`src/rtl/indexed_doubly_linked_list_defines.svh`:
```
// Assertion macros used by the list RTL.
// No dependencies; included by indexed_doubly_linked_list.sv, which carries the checks.
`ifndef INDEXED_DOUBLY_LINKED_LIST_DEFINES_SVH
`define INDEXED_DOUBLY_LINKED_LIST_DEFINES_SVH

// prop must hold at every clock edge outside reset
`define IDLL_ASSERT(lbl, clk, rst_n, prop) \
  lbl: assert property (@(posedge clk) disable iff (!(rst_n)) (prop)) \
    else $error("list assertion failed");

// cond must never be seen at a clock edge outside reset
`define IDLL_NEVER(lbl, clk, rst_n, cond) \
  lbl: assert property (@(posedge clk) disable iff (!(rst_n)) !(cond)) \
    else $error("list forbidden condition seen");

`endif

```
`src/rtl/idll_ram.sv`:
```
// Generic single-write, single-read RAM with registered read data.
// Read during write to the same address returns the old contents.
module idll_ram #(
  parameter int Width = 8,
  parameter int Depth = 16
) (
  input  logic                     clk_i,
  input  logic                     we_i,
  input  logic [$clog2(Depth)-1:0] waddr_i,
  input  logic [Width-1:0]         wdata_i,
  input  logic [$clog2(Depth)-1:0] raddr_i,
  output logic [Width-1:0]         rdata_o
);

  logic [Width-1:0] mem_q [Depth];
  logic [Width-1:0] rdata_q;

  always_ff @(posedge clk_i) begin
    if (we_i) begin
      mem_q[waddr_i] <= wdata_i;
    end
  end

  always_ff @(posedge clk_i) begin
    rdata_q <= mem_q[raddr_i];
  end

  assign rdata_o = rdata_q;

endmodule

```
`config.mk`:
```
export PLATFORM = sky130hd
export DESIGN_NAME = idll_ram
export DESIGN_NICKNAME = d
export VERILOG_FILES = /design/src/rtl/indexed_doubly_linked_list_defines.svh /design/src/rtl/idll_ram.sv
export SDC_FILE = /design/constraint.sdc
export NUM_CORES = 1
export LEC_CHECK = 0
export BUFFER_PORTS_ARGS = -buffer_cell sky130_fd_sc_hd__buf_2
export CORE_MARGIN = 2
export CORE_UTILIZATION = 35
export DETAILED_ROUTE_END_ITERATION = 7
export PLACE_DENSITY_LB_ADDON = 0.1
export SLEW_MARGIN = 15
export SYNTH_ARGS = -nofsm -noshare
export SYNTH_HDL_FRONTEND = slang
export SYNTH_SLANG_ARGS = --single-unit
```
`constraint.sdc`:
```
create_clock -name clk_i -period 1.9 [get_ports clk_i]
set_input_delay 0.38 -clock clk_i [delete_from_list [all_inputs] [get_ports clk_i]]
set_output_delay 0.38 -clock clk_i [all_outputs]
set_load 0.02 [all_outputs]
```
==> impl_metrics.env, run 1 <==
export IMPL_status="finished clean"
export IMPL_crit_arrival_ns=1.71
export IMPL_synth_top_family_by_area="multiplexers"
export IMPL_netlist_area_sq_um=5150
export IMPL_setup_slack_ns=0.489
export IMPL_register_area_sq_um=4000
export IMPL_rrSetupSlack_ns=0.49
export IMPL_avgSynthCellArea_sq_um=22.5
export IMPL_start_util=0.357
export IMPL_num_vias=2402
export IMPL_yosysTopAreaCell="edfxtp_1"
export IMPL_routed_top_layer="met4"
export IMPL_viasPerCell=4.89
export IMPL_postCtsResizedCells=0
export IMPL_synth_top_area_share=0.747
export IMPL_wire_per_inst_um=20.9
export IMPL_crit_slowest_cell="mux4_1"
export IMPL_final_antenna_net_count=0
export IMPL_numCtsBuffers=17
export IMPL_rsz0062_at_grt="false"
export IMPL_crit_chain="mux4_1 > a22oi_1 > nand2_1"
export IMPL_fin_skew_ns=0.00510
export IMPL_io_pins=26
export IMPL_die_y_um=125
export IMPL_multi_input_area_sq_um=1060
export IMPL_cts_buffer_depth=2
export IMPL_startpoint="mem_q[1][3]"
export IMPL_wl_met1_mm=4.90
export IMPL_synth_warning_count=0
export IMPL_cts_htree_levels=4
export IMPL_finalPower_mw=7.14
export IMPL_cp_required_ns=2.20
export IMPL_wl_met2_mm=4.88
export IMPL_insertedDiodeCount=0
export IMPL_grt_pass1_wl_mm=15.8
export IMPL_synthMuxAreaShare=0.150
export IMPL_crit_path_end="rdata_o[3]"
export IMPL_yosysUniqueCellTypes=19
export IMPL_antenna_found_initial=0
export IMPL_cts_root_buf="clkbuf_16"
export IMPL_synth_nets=247
export IMPL_io_buffers=25
export IMPL_fillerInstances=1265
export IMPL_die_x_um=125
export IMPL_synth_compound_area_frac=0.0233
export IMPL_setup_tns_ns=0
export IMPL_clkSinkCount=136
export IMPL_final_hold_viol_count=0
export IMPL_max_freq_ghz=0.709
export IMPL_layout_min_cycle_time_ns=1.41
export IMPL_reg2reg_depth=3
export IMPL_drive_gt1_frac=0.345
export IMPL_critPathKind="flip-flop to flip-flop"
export IMPL_yosys_area_share_simple=0.0318
export IMPL_synth_fa_ha_area_frac=0
export IMPL_drv_cap=0
export IMPL_hold_class="input port to flip-flop"
export IMPL_drv_slew=0
export IMPL_drtIter0Drc=201
export IMPL_ir_drop_v=0.000551
export IMPL_crit_path_max_fanout=1
export IMPL_final_nets=312
export IMPL_cts_tree="done"
export IMPL_power_density_nw_per_um2=1130
export IMPL_ys_top_cells_by_area="edfxtp_1 75%, mux4_2 7.9%, mux4_1 7.1%"
export IMPL_syn_to_final_growth_pct=22.5
export IMPL_cp_depth=3
export IMPL_num_rows=44
export IMPL_worst_path_dominant_cell_family="multiplexers"
export IMPL_hpwlAfterDp_mm=6.75
export IMPL_drc=0
export IMPL_synth_seq_area_share=0.778
export IMPL_grt_max_degree=27
export IMPL_coreArea_sq_um=14400
export IMPL_leakage_nw=2.17
export IMPL_grt_usage=0.142
export IMPL_pre_cts_ws_ns=0.0693
export IMPL_syn_inst=229
export IMPL_synth_xor_area_share=0
export IMPL_wirelength_mm=10.3
export IMPL_start_kind="flip-flop"
export IMPL_grt_overflow_total=0
export IMPL_gp_congestion=0.687
export IMPL_insertion_delay_ns=0.42
export IMPL_worstReg2RegStart="mem_q[1][3]"
export IMPL_r2r_end="rdata_o[3]"
export IMPL_relSlewSlack=0.753
export IMPL_tightest_slew_ns=0.370
export IMPL_postCtsHoldBufs=0
export IMPL_path_clk_slew_ns=0.06
export IMPL_fin_crit_sh=0.742
export IMPL_setup_viol_count_final=0
export IMPL_cpPeakStageDelay_ns=0.52
export IMPL_met3_length_um=422
export IMPL_worst_path_buf_inv=0
export IMPL_cp_end_kind="flip-flop"
export IMPL_post_cts_buffers=0
export IMPL_dr_pass1_iters=4
export IMPL_ys_ff_latch=136
export IMPL_die_area_sq_um=15700
export IMPL_grt_pass1_vias=2543
## placed cells by master, fill, tap and decap left out, drive strengths merged
master	netlist	final
nor2	13	13
mux4	32	32
a22oi	16	16
clkbuf	0	19
nor2b	1	1
dfxtp	8	8
clkinv	0	7
nand3	1	1
or3b	1	1
nor3	4	4
nand2	9	9
bufinv	0	4
clkinvlp	0	2
edfxtp	128	128
and2	1	1
and2b	1	1
buf	7	56
nand3b	2	2
nand2b	2	2
## per-layer routing
layer  GRT usage  vias up
met2       0.213       59
met3      0.0505        5
met1       0.194     1236
met5           0        -
met4      0.0490        0
li1            -     1102
## flip-flops by register name, indices dropped and copies added (netlist names)
signal   count
mem_q      128
rdata_o      8
## power breakdown
| part | internal (mW) | switching (mW) |
|---|---|---|
| Sequential | 3.35 | 0.0175 |
| Combinational | 0.148 | 0.200 |
| Clock | 2.22 | 1.20 |
## worst register-to-register path: stages, from the launching register on
cell and delay, ns:
edfxtp_1 0.35, mux4_1 0.52, a22oi_1 0.34, nand2_1 0.09
## cells in the mapped netlist (all sizes together)
library cell and count:
nand2 9, nand2b 2, or3b 1, dfxtp 8
nor2b 1, nand3b 2, buf 7, nor3 4
mux4 32, nor2 13, nand3 1, and2b 1
edfxtp 128, and2 1, clkdlybuf4s25 3, a22oi 16
## how the worst min path moves through the flow
stage	startpoint	endpoint	slack [ns]	cells past startpoint
3_5_place_dp	mem_q[14][0]	rdata_o[0]	0.66	3
5_1_grt	wdata_i[4]	mem_q[14][4]	0.36	1
4_1_cts	wdata_i[5]	mem_q[4][5]	0.35	1
2_1_floorplan	wdata_i[0]	mem_q[0][0]	0.48	0
3_3_place_gp	mem_q[14][2]	rdata_o[2]	0.66	3
6_report	wdata_i[6]	mem_q[4][6]	0.36	1
## final cells by class
class | instances | share of cell area
Multi-Input combinational cell | 83 | 0.168
Clock buffer | 19 | 0.0702
Sequential cell | 136 | 0.635
Clock inverter | 13 | 0.0282
Tap cell | 184 | 0.0365
Timing Repair Buffer | 56 | 0.0627
## metrics by stage
stage	std cells	hold slack [ns]	utilization	instance area, sq um
2_1_floorplan	229	0.479	-	5150
3_3_place_gp	459	0.657	0.394	5690
3_5_place_dp	459	0.660	0.394	5690
4_1_cts	491	0.351	0.437	6310
5_1_grt	491	0.358	0.437	6310
6_report	491	0.359	0.437	6310
## cells by family after synthesis
family,Yosys count
buffers and inverters,10
AO/OA/AOI/OAI,16
multiplexers,32
flip-flops,136
AND/OR/NAND/NOR,35
No activity file was read; power rests on OpenSTA's default activity.
==> run 2: changes to the inputs <==
- clock period: 1.9 -> 1.2 ns (I/O delays scaled with it)
==> impl_metrics.env, run 2 (synthesis gave the netlist of run 1 again) <==
export IMPL_io_buffers=25
export IMPL_dr_pass1_iters=4
export IMPL_wirelength_mm=10.5
export IMPL_worst_path_buf_inv=1
export IMPL_cts_tree="done"
export IMPL_num_vias=2419
export IMPL_grt_usage=0.144
export IMPL_cp_end_kind="flip-flop"
export IMPL_drv_cap=0
export IMPL_hold_class="input port to flip-flop"
export IMPL_switching_share=0.211
export IMPL_cts_htree_levels=4
export IMPL_die_x_um=125
export IMPL_start_kind="flip-flop"
export IMPL_comb_power_share=0.061
export IMPL_viasPerCell=4.80
export IMPL_crit_path_max_fanout=1
export IMPL_largest_reg_flops=128
export IMPL_grt_pass1_vias=2650
export IMPL_coreArea_sq_um=14400
export IMPL_top_register="mem_q"
export IMPL_tightest_slew_ns=0.805
export IMPL_startpoint="mem_q[0][7]"
export IMPL_reg2reg_depth=4
export IMPL_setup_viol_count_final=8
export IMPL_drive_gt1_frac=0.467
export IMPL_drtIter0Drc=282
export IMPL_sequentialPowerShare=0.499
export IMPL_leakage_nw=2.17
export IMPL_cp_required_ns=1.49
export IMPL_relSlewSlack=0.462
export IMPL_clkSinkCount=136
export IMPL_ir_drop_v=0.000945
export IMPL_worst_path_dominant_cell_family="multiplexers"
export IMPL_cts_root_buf="clkbuf_16"
export IMPL_setup_slack_ns=-0.132
export IMPL_layout_common_cells="128 x edfxtp_1, 32 x mux4_2, 29 x buf_4"
export IMPL_syn_to_final_growth_pct=26.3
export IMPL_crit_slowest_cell="mux4_2"
export IMPL_rrSetupSlack_ns=-0.13
export IMPL_hold_slack_ns=0.219
export IMPL_cts_buffer_depth=2
export IMPL_num_rows=44
export IMPL_cpPeakStageDelay_ns=0.48
export IMPL_die_y_um=125
export IMPL_drc=0
export IMPL_r2r_end="rdata_o[7]"
export IMPL_final_nets=324
export IMPL_antenna_found_initial=0
export IMPL_grt_max_degree=24
export IMPL_crit_chain="mux4_2 > a22oi_2 > buf_4 > nand2_2"
export IMPL_cp_depth=4
export IMPL_start_util=0.357
export IMPL_p_switching_mw=2.26
export IMPL_hpwlAfterDp_mm=6.95
export IMPL_rsz0062_at_grt="true"
export IMPL_fin_crit_sh=1.11
export IMPL_setup_tns_ns=-0.397
export IMPL_status="finished, violations left"
export IMPL_insertion_delay_ns=0.41
export IMPL_fin_util=0.451
export IMPL_wire_per_inst_um=20.8
export IMPL_crit_path_end="rdata_o[7]"
export IMPL_power_density_nw_per_um2=1650
export IMPL_critPathKind="flip-flop to flip-flop"
export IMPL_crit_arrival_ns=1.62
export IMPL_fin_skew_ns=0.00595
export IMPL_clockPowerShare=0.440
export IMPL_final_common_cell="edfxtp_1"
export IMPL_io_pins=26
export IMPL_violations="negative setup slack"
export IMPL_p_int_mw=8.45
export IMPL_grt_overflow_total=0
export IMPL_fillerInstances=1258
export IMPL_path_clk_slew_ns=0.06
export IMPL_gp_congestion=0.692
export IMPL_final_antenna_net_count=0
export IMPL_drv_slew=0
export IMPL_worstReg2RegStart="mem_q[0][7]"
export IMPL_numCtsBuffers=17
export IMPL_final_hold_viol_count=0
export IMPL_grt_pass1_wl_mm=16.2
export IMPL_layout_min_cycle_time_ns=1.33
export IMPL_max_freq_ghz=0.751
export IMPL_die_area_sq_um=15700
[run 2: changes by cell type in the layout (fill, tap and decap cells not counted), moves of 5 or more]
| cell | before | now |
|---|---|---|
| a22oi_1 | 16 | 9 |
| a22oi_2 | 0 | 7 |
| buf_12 | 3 | 13 |
| mux4_1 | 14 | 0 |
| mux4_2 | 18 | 32 |
| nor2_1 | 13 | 5 |
| nor2_2 | 0 | 5 |
[run 2: power groups by stage]
stage / sequential (mW) / clock [mW] / combinational [mW]
6_report: 5.34 / 4.71 / 0.656
5_1_grt: 5.35 / 4.98 / 0.713
4_1_cts: 5.34 / 4.78 / 0.670
3_5_place_dp: 5.44 / 0 / 0.652
3_3_place_gp: 5.44 / 0 / 0.648
2_1_floorplan: 5.47 / 0 / 0.306
[run 2: worst min path at each step]
stage | depth (start not counted) | end | slack, ns | startpoint
final | 1 | mem_q[15][0] | 0.22 | wdata_i[0]
after floorplan | 0 | mem_q[0][0] | 0.34 | wdata_i[0]
after detailed placement | 1 | mem_q[15][0] | 0.63 | wdata_i[0]
after CTS | 1 | mem_q[13][0] | 0.21 | wdata_i[0]
after global placement | 1 | mem_q[13][0] | 0.63 | wdata_i[0]
after global routing | 1 | mem_q[12][2] | 0.23 | wdata_i[2]
[run 2: layout make-up]
class                           count  area (sq um)  area share
Clock inverter                     12           105      0.0162
Antenna cell                        1          2.50    0.000385
Timing Repair Buffer               68           614      0.0945
Multi-Input combinational cell     83          1110       0.170
Tap cell                          184           230      0.0354
Sequential cell                   136          4000       0.616
Clock buffer                       20           437      0.0672
[run 2: metrics by stage]
| stage | cell area (sq um) | instances | power [mW] | setup slack, ns |
|---|---|---|---|---|
| global placement | 5920 | 471 | 6.08 | -0.554 |
| global route | 6500 | 503 | 11.0 | -0.178 |
| CTS | 6490 | 503 | 10.8 | -0.143 |
| floorplan | 5200 | 229 | 5.78 | -0.173 |
| detailed placement | 5920 | 471 | 6.09 | -0.566 |
| finish | 6500 | 504 | 10.7 | -0.132 |
[run 2: timing repair]
action                                  CTS  global route
pin swaps                                 3             0
hold endpoints to repair                  0             0
hold buffers                              0             0
endpoints found under the setup margin    8             8
setup buffers                             0             0
resized for setup                         8             2
[run 2: metal layers]
layer / routed length [um] / GRT usage / vias up
met5: 0 / 0 / -
met4: 126 / 0.0510 / 0
met3: 410 / 0.0334 / 7
met2: 5090 / 0.228 / 51
met1: 4870 / 0.198 / 1240
li1: - / - / 1121
==> run 3: changes to the inputs <==
- CORE_MARGIN: 2 -> 4
- CORE_UTILIZATION: 35 -> 54
==> impl_metrics.env, run 3 (synthesis gave the netlist of run 1 again) <==
export IMPL_worst_path_dominant_cell_family="multiplexers"
export IMPL_cts_htree_levels=4
export IMPL_r2r_end="rdata_o[6]"
export IMPL_final_common_cell="edfxtp_1"
export IMPL_layout_min_cycle_time_ns=1.30
export IMPL_rsz0062_at_grt="true"
export IMPL_finalPower_mw=11.4
export IMPL_critPathKind="flip-flop to flip-flop"
export IMPL_hpwlAfterDp_mm=6.36
export IMPL_insertion_delay_ns=0.52
export IMPL_final_cell_count_no_fill=442
export IMPL_crit_chain="mux4_2 > a22oi_2 > nand2_1"
export IMPL_die_x_um=106
export IMPL_numCtsBuffers=17
export IMPL_grt_pass1_vias=2697
export IMPL_postCtsHoldBufs=0
export IMPL_clkSinkCount=136
export IMPL_wire_per_inst_um=22.9
export IMPL_worst_path_buf_inv=0
export IMPL_max_freq_ghz=0.771
export IMPL_grt_overflow_total=0
export IMPL_wirelength_mm=10.1
export IMPL_grt_pass1_wl_mm=16.1
export IMPL_antenna_found_initial=0
export IMPL_violations="negative setup slack"
export IMPL_crit_arrival_ns=1.70
export IMPL_cts_tree="done"
export IMPL_reg2reg_depth=3
export IMPL_fin_crit_sh=1.08
export IMPL_leakage_nw=2.20
export IMPL_relSlewSlack=0.352
export IMPL_status="finished, violations left"
export IMPL_die_area_sq_um=11200
export IMPL_cts_root_buf="clkbuf_8"
export IMPL_final_antenna_net_count=0
export IMPL_setup_tns_ns=-0.460
export IMPL_cp_end_kind="flip-flop"
export IMPL_worstReg2RegStart="mem_q[3][6]"
export IMPL_rrSetupSlack_ns=-0.1
export IMPL_hp_start="wdata_i[2]"
export IMPL_fin_util=0.709
export IMPL_final_cell_area_sq_um=6550
export IMPL_drv_cap=0
export IMPL_hold_class="input port to flip-flop"
export IMPL_syn_to_final_growth_pct=27.3
export IMPL_drc=0
export IMPL_fillerInstances=560
export IMPL_whs_path_depth=1
export IMPL_setup_slack_ns=-0.0975
export IMPL_final_hold_viol_count=0
export IMPL_cts_buffer_depth=2
export IMPL_crit_slowest_cell="mux4_2"
export IMPL_ir_drop_v=0.00105
export IMPL_cpPeakStageDelay_ns=0.50
export IMPL_dp_cells=410
export IMPL_whs_endpoint="mem_q[6][2]"
export IMPL_crit_path_max_fanout=1
export IMPL_top_register="mem_q"
export IMPL_grt_usage=0.206
export IMPL_gp_congestion=0.717
export IMPL_io_buffers=25
export IMPL_placed_area_sq_um=5840
export IMPL_drv_slew=0
export IMPL_layout_common_cells="128 x edfxtp_1, 32 x mux4_2, 21 x buf_4"
export IMPL_io_pins=26
export IMPL_post_cts_buffers=0
export IMPL_drtIter0Drc=290
export IMPL_power_density_nw_per_um2=1730
export IMPL_setup_viol_count_final=13
export IMPL_start_util=0.557
export IMPL_coreArea_sq_um=9240
export IMPL_final_nets=318
export IMPL_viasPerCell=5.54
export IMPL_num_rows=35
export IMPL_dr_pass1_iters=4
export IMPL_insertedDiodeCount=0
export IMPL_num_vias=2448
export IMPL_drive_gt1_frac=0.489
export IMPL_tightest_slew_ns=0.971
export IMPL_fin_skew_ns=0.00998
export IMPL_die_y_um=106
export IMPL_grt_max_degree=17
export IMPL_largest_reg_flops=128
export IMPL_start_kind="flip-flop"
export IMPL_path_clk_slew_ns=0.06
export IMPL_cp_required_ns=1.60
-- run 3: cell types whose count changed in the layout (fill, tap and decap cells not counted), moves of 3 or more --
cell / delta
bufinv_16: +3
buf_4: -8
dfxtp_1: -8
buf_6: +7
buf_2: -8
buf_12: +3
inv_6: +4
dfxtp_2: +7
-- run 3: metrics by stage --
step | hold slack (ns) | setup WS, ns
after floorplan | 0.339 | -0.173
after global placement | 0.629 | -0.489
after detailed placement | 0.633 | -0.510
after CTS | 0.0831 | -0.128
after global routing | 0.0905 | -0.161
final | 0.0971 | -0.0975
-- run 3: worst reg2reg max path, cell delays in order, from the launching register on --
cell and delay [ns]:
edfxtp_1 0.37, mux4_2 0.50, a22oi_2 0.23, nand2_1 0.09
-- run 3: metal layers --
| metal | vias up | part of all wire | track usage |
|---|---|---|---|
| li1 | 1103 | - | - |
| met1 | 1263 | 0.42 | 0.287 |
| met2 | 67 | 0.51 | 0.318 |
| met3 | 15 | 0.055 | 0.0582 |
| met4 | 0 | 0.017 | 0.0722 |
| met5 | - | 0 | 0 |
-- run 3: final cells by class --
type / instances / area (sq um) / share of cell area
Tap cell: 129 / 161 / 0.0246
Clock inverter: 14 / 195 / 0.0298
Sequential cell: 136 / 4020 / 0.613
Timing Repair Buffer: 62 / 653 / 0.0997
Clock buffer: 18 / 418 / 0.0638
Multi-Input combinational cell: 83 / 1110 / 0.169
-- run 3: what timing repair did --
| item | in CTS | in global routing |
|---|---|---|
| pin swaps | 0 | 1 |
| endpoints found under the setup margin | 16 | 16 |
| resized for setup | 27 | 7 |
-- run 3: how the worst max path moves through the flow --
stage	from	endpoint	slack, ns	depth (start not counted)
finish	mem_q[3][6]	rdata_o[6]	-0.1	3
global route	mem_q[3][6]	rdata_o[6]	-0.16	3
CTS	mem_q[10][3]	rdata_o[3]	-0.13	3
detailed placement	raddr_i[0]	rdata_o[6]	-0.51	6
global placement	raddr_i[0]	rdata_o[6]	-0.49	6
floorplan	waddr_i[2]	mem_q[0][0]	-0.17	2
-- run 3: power breakdown --
| group | switching (mW) | total, mW | internal (mW) |
|---|---|---|---|
| clock | 1.92 | 5.31 | 3.39 |
| sequential | 0.0460 | 5.36 | 5.32 |
| combinational | 0.348 | 0.685 | 0.337 |
| total | 2.31 | 11.4 | 9.04 |
